--- config.mk ---
export PLATFORM = sky130hd
export DESIGN_NAME = bresenham_line_pixel_generator_core
export DESIGN_NICKNAME = d
export VERILOG_FILES = /design/src/rtl/core/blpg_pkg.sv /design/src/rtl/core/blpg_stepper.sv /design/src/rtl/core/blpg_addr.sv /design/src/rtl/core/bresenham_line_pixel_generator_core.sv
export SDC_FILE = /design/constraint.sdc
export NUM_CORES = 1
export LEC_CHECK = 0
export ABC_CLOCK_PERIOD_IN_PS = 35300
export BUFFER_PORTS_ARGS = -buffer_cell sky130_fd_sc_hd__buf_4
export CAP_MARGIN = 20
export CORE_UTILIZATION = 51
export DETAILED_ROUTE_END_ITERATION = 8
export PLACE_DENSITY = 0.71
export SLEW_MARGIN = 30
export SYNTH_ARGS = -nofsm -noshare
export SYNTH_HDL_FRONTEND = slang
export SYNTH_SLANG_ARGS = --single-unit
--- constraint.sdc ---
create_clock -name clk -period 35.3 [get_ports clk]
set_input_delay 5.295 -clock clk [delete_from_list [all_inputs] [get_ports clk]]
set_output_delay 5.295 -clock clk [all_outputs]
set_load 0.01 [all_outputs]
--- src/rtl/core/blpg_pkg.sv ---
// Shared types and constants for the Bresenham line pixel generator.
package blpg_pkg;

    localparam int CFG_W       = 11;
    localparam int COORD_IN_W  = 16;
    localparam int COLOR_W     = 32;
    localparam int ADDR_W      = 20;
    localparam int PIX_W       = 10;
    localparam int STATUS_W    = 2;
    localparam int REG_IDX_W   = 1;
    localparam int MAX_DIM_DEF = 1024;

    localparam logic [CFG_W-1:0] SURF_WIDTH_RESET  = CFG_W'(320);
    localparam logic [CFG_W-1:0] SURF_HEIGHT_RESET = CFG_W'(200);

    typedef enum logic
    {
        OP_START   = 1'b0,
        OP_ADVANCE = 1'b1
    } op_t;

    typedef enum logic [STATUS_W-1:0]
    {
        ST_PIXEL  = 2'd0,
        ST_REJECT = 2'd1,
        ST_IDLE   = 2'd2
    } status_t;

    typedef enum logic [REG_IDX_W-1:0]
    {
        REG_SURFACE_WIDTH  = 1'b0,
        REG_SURFACE_HEIGHT = 1'b1
    } reg_index_t;

    typedef struct packed
    {
        logic                  operation;
        logic [COORD_IN_W-1:0] x_start;
        logic [COORD_IN_W-1:0] y_start;
        logic [COORD_IN_W-1:0] x_end;
        logic [COORD_IN_W-1:0] y_end;
        logic [COLOR_W-1:0]    line_color;
    } cmd_beat_t;

    typedef struct packed
    {
        logic [STATUS_W-1:0] status;
        logic [ADDR_W-1:0]   pixel_address;
        logic [PIX_W-1:0]    pixel_x;
        logic [PIX_W-1:0]    pixel_y;
        logic [COLOR_W-1:0]  pixel_color;
        logic                last;
    } pix_beat_t;

    // Per-pixel side information between the stepper and the address stage.
    typedef struct packed
    {
        logic [STATUS_W-1:0] status;
        logic                last;
    } pix_ctrl_t;

endpackage

--- src/rtl/core/blpg_stepper.sv ---
// Line setup and per-pixel Bresenham step, with the pixel stage register.
module blpg_stepper
    import blpg_pkg::*;
#(
    parameter int MAX_DIM = MAX_DIM_DEF,
    localparam int CW     = $clog2(MAX_DIM),
    localparam int DW     = $clog2(MAX_DIM + 1)
)
(
    input  logic          clk,
    input  logic          rst_n,
    input  logic          item_valid,
    input  cmd_beat_t     item,
    input  logic [DW-1:0] width_eff,
    input  logic [DW-1:0] height_eff,
    input  logic          pix_free,
    output logic          take,
    output logic          pix_valid,
    output logic [CW-1:0] pix_x,
    output logic [CW-1:0] pix_y,
    output logic [COLOR_W-1:0] pix_color,
    output pix_ctrl_t     pix_ctrl
);

    localparam int ERR_W = CW + 2;
    localparam int CMP_W = (DW > COORD_IN_W) ? DW : COORD_IN_W;

    // line state
    logic                    line_active_reg, line_active_next;
    logic                    steep_reg;
    logic [CW-1:0]           major_pos_reg, major_end_reg, minor_pos_reg;
    logic                    step_down_reg;
    logic [CW-1:0]           major_delta_reg, minor_delta_reg;
    logic signed [ERR_W-1:0] error_reg;
    logic [COLOR_W-1:0]      color_reg;

    // pixel stage
    logic                    valid_reg;
    logic [CW-1:0]           px_reg, py_reg;
    logic [COLOR_W-1:0]      pcolor_reg;
    pix_ctrl_t               ctrl_reg;

    logic                    en;
    logic                    is_start, in_bounds, emit, fin;
    logic [CW-1:0]           x0, y0, x1, y1, adx, ady;
    logic                    steep;
    logic [CW-1:0]           a0r, b0r, a1r, b1r, a0, b0, a1, b1;
    logic [CW-1:0]           mdel, ndel;
    logic                    down;
    logic                    cur_steep, cur_down;
    logic [CW-1:0]           cur_major, cur_end, cur_minor, cur_mdel, cur_ndel;
    logic signed [ERR_W-1:0] cur_err, err_sub, err_next;
    logic [COLOR_W-1:0]      cur_color;
    logic [CW-1:0]           minor_next, major_next, px, py;
    status_t                 status;

    assign en   = !valid_reg || pix_free;
    assign take = item_valid && en;

    always_comb
    begin
        is_start = (op_t'(item.operation) == OP_START);
        in_bounds = (CMP_W'(item.x_start) < CMP_W'(width_eff))
                 && (CMP_W'(item.x_end)   < CMP_W'(width_eff))
                 && (CMP_W'(item.y_start) < CMP_W'(height_eff))
                 && (CMP_W'(item.y_end)   < CMP_W'(height_eff));

        x0 = item.x_start[CW-1:0];
        y0 = item.y_start[CW-1:0];
        x1 = item.x_end[CW-1:0];
        y1 = item.y_end[CW-1:0];
        adx = (x1 > x0) ? x1 - x0 : x0 - x1;
        ady = (y1 > y0) ? y1 - y0 : y0 - y1;
        steep = (ady > adx);

        a0r = steep ? y0 : x0;
        b0r = steep ? x0 : y0;
        a1r = steep ? y1 : x1;
        b1r = steep ? x1 : y1;
        // order so the major coordinate increases
        if (a0r > a1r)
        begin
            a0 = a1r; b0 = b1r; a1 = a0r; b1 = b0r;
        end
        else
        begin
            a0 = a0r; b0 = b0r; a1 = a1r; b1 = b1r;
        end
        mdel = a1 - a0;
        ndel = (b1 > b0) ? b1 - b0 : b0 - b1;
        down = !(b0 < b1);

        if (is_start)
        begin
            cur_steep = steep;
            cur_major = a0;
            cur_end   = a1;
            cur_minor = b0;
            cur_down  = down;
            cur_mdel  = mdel;
            cur_ndel  = ndel;
            cur_err   = ERR_W'(mdel >> 1);
            cur_color = item.line_color;
            emit      = in_bounds;
            status    = in_bounds ? ST_PIXEL : ST_REJECT;
        end
        else
        begin
            cur_steep = steep_reg;
            cur_major = major_pos_reg;
            cur_end   = major_end_reg;
            cur_minor = minor_pos_reg;
            cur_down  = step_down_reg;
            cur_mdel  = major_delta_reg;
            cur_ndel  = minor_delta_reg;
            cur_err   = error_reg;
            cur_color = color_reg;
            emit      = line_active_reg;
            status    = line_active_reg ? ST_PIXEL : ST_IDLE;
        end

        px  = cur_steep ? cur_minor : cur_major;
        py  = cur_steep ? cur_major : cur_minor;
        fin = (cur_major >= cur_end);

        err_sub = cur_err - $signed({2'b00, cur_ndel});
        if (err_sub < 0)
        begin
            minor_next = cur_down ? cur_minor - 1'b1 : cur_minor + 1'b1;
            err_next   = err_sub + $signed({2'b00, cur_mdel});
        end
        else
        begin
            minor_next = cur_minor;
            err_next   = err_sub;
        end
        major_next = fin ? cur_major : cur_major + 1'b1;
        line_active_next = emit && !fin;
    end

    // hold line state; advance on every taken beat that draws
    always_ff @(posedge clk or negedge rst_n)
    begin
        if (!rst_n)
        begin
            line_active_reg <= 1'b0;
        end
        else if (take)
        begin
            line_active_reg <= line_active_next;
        end
    end

    always_ff @(posedge clk)
    begin
        if (take && emit)
        begin
            steep_reg       <= cur_steep;
            major_pos_reg   <= major_next;
            major_end_reg   <= cur_end;
            minor_pos_reg   <= minor_next;
            step_down_reg   <= cur_down;
            major_delta_reg <= cur_mdel;
            minor_delta_reg <= cur_ndel;
            error_reg       <= err_next;
            color_reg       <= cur_color;
        end
    end

    always_ff @(posedge clk or negedge rst_n)
    begin
        if (!rst_n)
        begin
            valid_reg <= 1'b0;
        end
        else if (en)
        begin
            valid_reg <= item_valid;
        end
    end

    always_ff @(posedge clk)
    begin
        if (take)
        begin
            px_reg          <= emit ? px : '0;
            py_reg          <= emit ? py : '0;
            pcolor_reg      <= emit ? cur_color : '0;
            ctrl_reg.status <= status;
            ctrl_reg.last   <= emit && fin;
        end
    end

    assign pix_valid = valid_reg;
    assign pix_x     = px_reg;
    assign pix_y     = py_reg;
    assign pix_color = pcolor_reg;
    assign pix_ctrl  = ctrl_reg;

endmodule

--- src/rtl/core/blpg_addr.sv ---
// Framebuffer address stage and output register.
module blpg_addr
    import blpg_pkg::*;
#(
    parameter int MAX_DIM = MAX_DIM_DEF,
    localparam int CW     = $clog2(MAX_DIM),
    localparam int DW     = $clog2(MAX_DIM + 1)
)
(
    input  logic               clk,
    input  logic               rst_n,
    input  logic               pix_valid,
    input  logic [CW-1:0]      pix_x,
    input  logic [CW-1:0]      pix_y,
    input  logic [COLOR_W-1:0] pix_color,
    input  pix_ctrl_t          pix_ctrl,
    input  logic [DW-1:0]      stride,
    input  logic               out_stall,
    output logic               pix_free,
    output logic               out_valid,
    output pix_beat_t          out_beat
);

    localparam int PW = CW + DW + 1;

    logic      valid_reg;
    pix_beat_t beat_reg, beat_next;
    logic [PW-1:0] addr_sum;

    assign pix_free = !valid_reg || !out_stall;

    always_comb
    begin
        addr_sum = PW'(pix_y) * PW'(stride) + PW'(pix_x);
        beat_next.status        = pix_ctrl.status;
        beat_next.pixel_address = ADDR_W'(addr_sum);
        beat_next.pixel_x       = PIX_W'(pix_x);
        beat_next.pixel_y       = PIX_W'(pix_y);
        beat_next.pixel_color   = pix_color;
        beat_next.last          = pix_ctrl.last;
    end

    always_ff @(posedge clk or negedge rst_n)
    begin
        if (!rst_n)
        begin
            valid_reg <= 1'b0;
        end
        else if (pix_free)
        begin
            valid_reg <= pix_valid;
        end
    end

    always_ff @(posedge clk)
    begin
        if (pix_free && pix_valid)
        begin
            beat_reg <= beat_next;
        end
    end

    assign out_valid = valid_reg;
    assign out_beat  = beat_reg;

endmodule

--- src/rtl/core/bresenham_line_pixel_generator_core.sv ---
// Top level of the Bresenham line pixel generator.
//
// Command channel (cmd_valid / cmd_stall / cmd_beat): an operation of start
// carries two endpoints and a color; an operation of advance asks for the
// next pixel of the current line. Every command beat yields exactly one
// pixel beat on pix_valid / pix_stall / pix_beat: a pixel with its linear
// address y * width + x and a last flag, a rejection when an endpoint lies
// outside the surface, or an idle status when no line is in progress.
// Configuration writes (cfg_write, cfg_index, cfg_data) set the surface
// width and height; write them only while no command is in flight.
// Between an accepted command and its pixel beat lie the command register,
// the stepper register and the address register.
// Throughput: one command per cycle unless pix_stall holds; the line state
// loops in the stepper, so back-to-back advances draw one pixel a clock.
// Reset clears all pipeline valids and drops any line in progress; the
// surface registers return to 320 by 200. When the receiver stalls, hold
// the pixel beat; the stages behind it still fill, and cmd_stall rises only
// once every stage holds a beat.
module bresenham_line_pixel_generator_core
    import blpg_pkg::*;
#(
    parameter int MAX_DIM = MAX_DIM_DEF
)
(
    input  logic                 clk,
    input  logic                 rst_n,
    input  logic                 cmd_valid,
    output logic                 cmd_stall,
    input  cmd_beat_t            cmd_beat,
    output logic                 pix_valid,
    input  logic                 pix_stall,
    output pix_beat_t            pix_beat,
    input  logic                 cfg_write,
    input  logic [REG_IDX_W-1:0] cfg_index,
    input  logic [CFG_W-1:0]     cfg_data
);

    localparam int CW    = $clog2(MAX_DIM);
    localparam int DW    = $clog2(MAX_DIM + 1);
    localparam int CMP_W = (DW > CFG_W) ? DW : CFG_W;

    logic [CFG_W-1:0] surf_width_reg, surf_height_reg;
    logic [DW-1:0]    width_eff, height_eff;

    logic       cmd_valid_reg;
    cmd_beat_t  cmd_reg;
    logic       take;

    logic               step_valid;
    logic [CW-1:0]      step_x, step_y;
    logic [COLOR_W-1:0] step_color;
    pix_ctrl_t          step_ctrl;
    logic               pix_free;

    // Surface size registers; sizes beyond MAX_DIM saturate.
    always_ff @(posedge clk or negedge rst_n)
    begin
        if (!rst_n)
        begin
            surf_width_reg  <= SURF_WIDTH_RESET;
            surf_height_reg <= SURF_HEIGHT_RESET;
        end
        else if (cfg_write)
        begin
            unique case (reg_index_t'(cfg_index))
                REG_SURFACE_WIDTH:  surf_width_reg  <= cfg_data;
                REG_SURFACE_HEIGHT: surf_height_reg <= cfg_data;
            endcase
        end
    end

    assign width_eff  = (CMP_W'(surf_width_reg) > CMP_W'(MAX_DIM))
                      ? DW'(MAX_DIM) : DW'(surf_width_reg);
    assign height_eff = (CMP_W'(surf_height_reg) > CMP_W'(MAX_DIM))
                      ? DW'(MAX_DIM) : DW'(surf_height_reg);

    // Command register: accept whenever empty or draining into the stepper.
    assign cmd_stall = cmd_valid_reg && !take;

    always_ff @(posedge clk or negedge rst_n)
    begin
        if (!rst_n)
        begin
            cmd_valid_reg <= 1'b0;
        end
        else if (!cmd_stall)
        begin
            cmd_valid_reg <= cmd_valid;
        end
    end

    always_ff @(posedge clk)
    begin
        if (cmd_valid && !cmd_stall)
        begin
            cmd_reg <= cmd_beat;
        end
    end

    blpg_stepper #(
        .MAX_DIM (MAX_DIM)
    ) u_stepper (
        .clk        (clk),
        .rst_n      (rst_n),
        .item_valid (cmd_valid_reg),
        .item       (cmd_reg),
        .width_eff  (width_eff),
        .height_eff (height_eff),
        .pix_free   (pix_free),
        .take       (take),
        .pix_valid  (step_valid),
        .pix_x      (step_x),
        .pix_y      (step_y),
        .pix_color  (step_color),
        .pix_ctrl   (step_ctrl)
    );

    blpg_addr #(
        .MAX_DIM (MAX_DIM)
    ) u_addr (
        .clk       (clk),
        .rst_n     (rst_n),
        .pix_valid (step_valid),
        .pix_x     (step_x),
        .pix_y     (step_y),
        .pix_color (step_color),
        .pix_ctrl  (step_ctrl),
        .stride    (width_eff),
        .out_stall (pix_stall),
        .pix_free  (pix_free),
        .out_valid (pix_valid),
        .out_beat  (pix_beat)
    );

endmodule

==> metrics list <==
* Routability congestion estimate from global placement: 0.912
- The cell that appears most often on the critical path is a21oi_1.
- Yosys instantiated no cell more often than edfxtp_1.
* Net count after synthesis: 2,538
* Cell type with the largest total area after synthesis: edfxtp_1
- Number of iterations in the first detailed-routing pass: 5
* Number of warning messages in the yosys log: 0
- Cts bufs inserted: 39
- For the final database, setup skew stands at 0.0270 ns.
* Wire length of the first global-routing pass: 89,100 microns
- Number of flip-flops in the largest register: 97
* I/O pin count: 191
- Counting flops with an async set or reset pin after synthesis yields a share of 7.45%.
- CTS placed an instance of clkbuf_16 at the clock tree root.
* Startpoint class of the critical path: register
* Setup WS post-layout: 20.62 ns
- Max Cap Viol: 0
* Worst path bufs/invs: 6
- For this block, the initial DRC count from the detailed router was 1,334.
- In this run, post-CTS hold repair placed 0 buffers.
- The netlist uses 76 different library cells.
* Total via count in the routed design: 16,300
- Worst Path Arrival: 14.93 ns
* Number of pins exceeding their max-slew limit in the final report: 0
- Setup violations remaining at the end of the flow were counted as 0.
* Number of antenna violations at the first check in global routing: 0
* Clock H-tree levels: 2
- Clock transition at the registers of the reported paths: 0.06 ns
- The worst setup path is of the reg2reg kind.
- Grouping stages by cell kind, the critical path spends the most delay in compound AO/OA/AOI/OAI gates.
- In the routed layout, each cell is associated on average with a via count of 5.56.
- For this configuration, the core starts out at a cell density of 52.1%.
* Area of the multi-input gates: 11,800 sq um
- Static timing analysis puts the maximum clock frequency at 0.0681 GHz.
* Crit path largest cell delay: 0.83 ns
- Count of instances resized after the clock tree is built: 0
* Pin count of the biggest net entering global routing: 82
* CTS max path bufs: 3
* Run status: complete, no violations
- Gr ovfl total: 0
- Final Cycle Share: 41.6%
- Counting flops and latches in the post-synthesis netlist gives 349.
- In this run the biggest area consumer among cell types represents 41.8% of the synthesized area.
- The number of global-route vias before repair is 16,400.
- Class of the tightest hold or removal check: reg2reg
- Post-CTS setup buffers: 0
- At the pin with the least slew margin, the transition time is 1.02 ns.
- For this run, the leading register cell type out of synthesis is edfxtp_1.
* Post-layout minimum cycle time: 14.68 ns
- In the synthesized netlist, the cells that appear most often are edfxtp_1 (323), nand2_1 (226), inv_1 (225).
- Clock insertion delay at the later pin of the skew report: 0.57 ns
- The worst pin sits at a relative slew slack of 32.0%.
- Total die area: 46,400 sq um
- Number of I/O port buffers: 190
- Once detail routing completed, the nets flagged for antenna violations numbered 0.
- Synthesis-to-finish area growth: 14.5%
- The total area inside the core boundary comes to 44,600 sq um.
- Worst Path Required: 35.55 ns
* Worst Setup Slack post-DPL: 20.83 ns
- The wire-length estimate of the detail-placed layout is 42,800 microns.
* Share of final-layout standard cells stronger than drive strength 1: 16.5%
- The floorplan step set the die width to 215 microns.
- Synth Cell Area: 23,200 sq um
- Total number of nets in the final design: 2,720
- For this run, design rule violations remaining after detail routing come to 0.
* Critical-path top delay cell: nor3_1
- Count of flip-flops with a built-in enable after synthesis: 323
- RSZ-0062 raised after global routing: no
- Global-route total usage across every layer: 24.4%
- After synthesis, flip-flops and latches occupy 44.6% of the total area.
- The number of antenna diodes in the final layout is 0.
* Number of instances in the synthesized netlist: 2,123
- Endpoint type of the worst setup path: register
* Clk sinks: 349
- The floorplan has 77 rows.
- The layout has 3,750 filler cells.
- The floorplan step set the die height to 215 microns.
- Final routed wirelength across all metal layers: 56,400 microns
* Most area-consuming cells after synthesis: edfxtp_1 (42%), ha_1 (12%), fa_1 (7.5%), nand2_1 (3.7%), inv_1 (3.6%)
- The total count of hold-check failures in the final report came to 0.
- Crit-path max FO: 53
* Final TNS setup: 0 ns
- CTS tree: built
- Detail-routed net length per standard cell: 19.3 microns
* Synthesized area per cell: 10.9 sq um
- Reg area: 10,400 sq um
cell usage in the layout (no fill, tap or decap), types with 39 or more instances in the layout:
| master | n |
|---|---|
| nor2b_1 | 51 |
| mux2_2 | 71 |
| and2_1 | 48 |
| inv_1 | 224 |
| o21ai_0 | 74 |
| xnor2_1 | 57 |
| a21oi_1 | 128 |
| nor2_1 | 120 |
| nand2_1 | 225 |
| clkbuf_16 | 39 |
| buf_4 | 214 |
| a211oi_1 | 40 |
| ha_1 | 214 |
| fa_1 | 87 |
| edfxtp_1 | 323 |
| a21o_1 | 59 |
metrics by stage:
step / cells / hold slack [ns] / instance area, sq um / utilization (%)
after floorplan: 2123 / 0.400 / 23200 / -
after global placement: 2856 / 0.401 / 25300 / 56.8
after detailed placement: 2856 / 0.405 / 25300 / 56.8
after CTS: 2926 / 0.410 / 26600 / 59.6
after global routing: 2926 / 0.413 / 26600 / 59.6
final: 2926 / 0.406 / 26600 / 59.6
path summary, 6_finish.rpt:
kind	start	to	slack, ns	depth (start not counted)
max	cmd_reg[32]	u_stepper.error_reg[11]	20.62	58
min	u_stepper.pix_color[28]	u_addr.out_beat[29]	0.41	0
max reg2reg	cmd_reg[32]	u_stepper.error_reg[11]	20.62	58
min reg2reg	u_stepper.pix_color[28]	u_addr.out_beat[29]	0.41	0
max in group asynchronous	rst_n	surf_height_reg[7]	30.36	1
min in group asynchronous	rst_n	u_stepper.line_active_reg	4.63	1
worst register-to-register path: cells and delay by family, from the launching register on:
family                   cells  cell delay (ns)
AO/OA/AOI/OAI               28             6.73
XOR/XNOR                     2             0.26
adder cells (fa/ha/maj)      7             2.34
buffers and inverters        6             1.06
flip-flops                   1             0.42
multiplexers                 3             0.93
AND/OR/NAND/NOR             12             2.65
logic make-up (layout without fill, tap and decap cells):
| kind of cell | after synthesis | after routing | synth area share, % |
|---|---|---|---|
| compound gates | 412 | 412 | 11.6 |
| xor+xnor | 75 | 75 | 2.89 |
| fa+ha+maj | 301 | 301 | 19.0 |
| buf+inv | 301 | 512 | 4.94 |
| flops | 349 | 349 | 44.6 |
| mux | 115 | 115 | 5.51 |
| simple gates | 570 | 570 | 11.4 |
per-layer routing:
metal  track usage (%)  vias up  part of all wire, %
met1              33.6     7985                   45
met3              2.97       81                  4.6
met2              41.1      388                   48
li1                  -     7821                    -
met4              5.82        0                  2.0
met5                 0        -                    0
layout make-up:
cell class	instances	share of cell area, %
clock buffers	41	3.70
clock inverters	29	1.01
inverters	227	3.20
multi-input cells	1473	44.3
flip-flops and latches	349	38.9
well taps	592	2.79
repair buffers	215	6.08
Power is not shown: default switching activity piles up to over one toggle a cycle in this logic, so the estimate is an artifact.
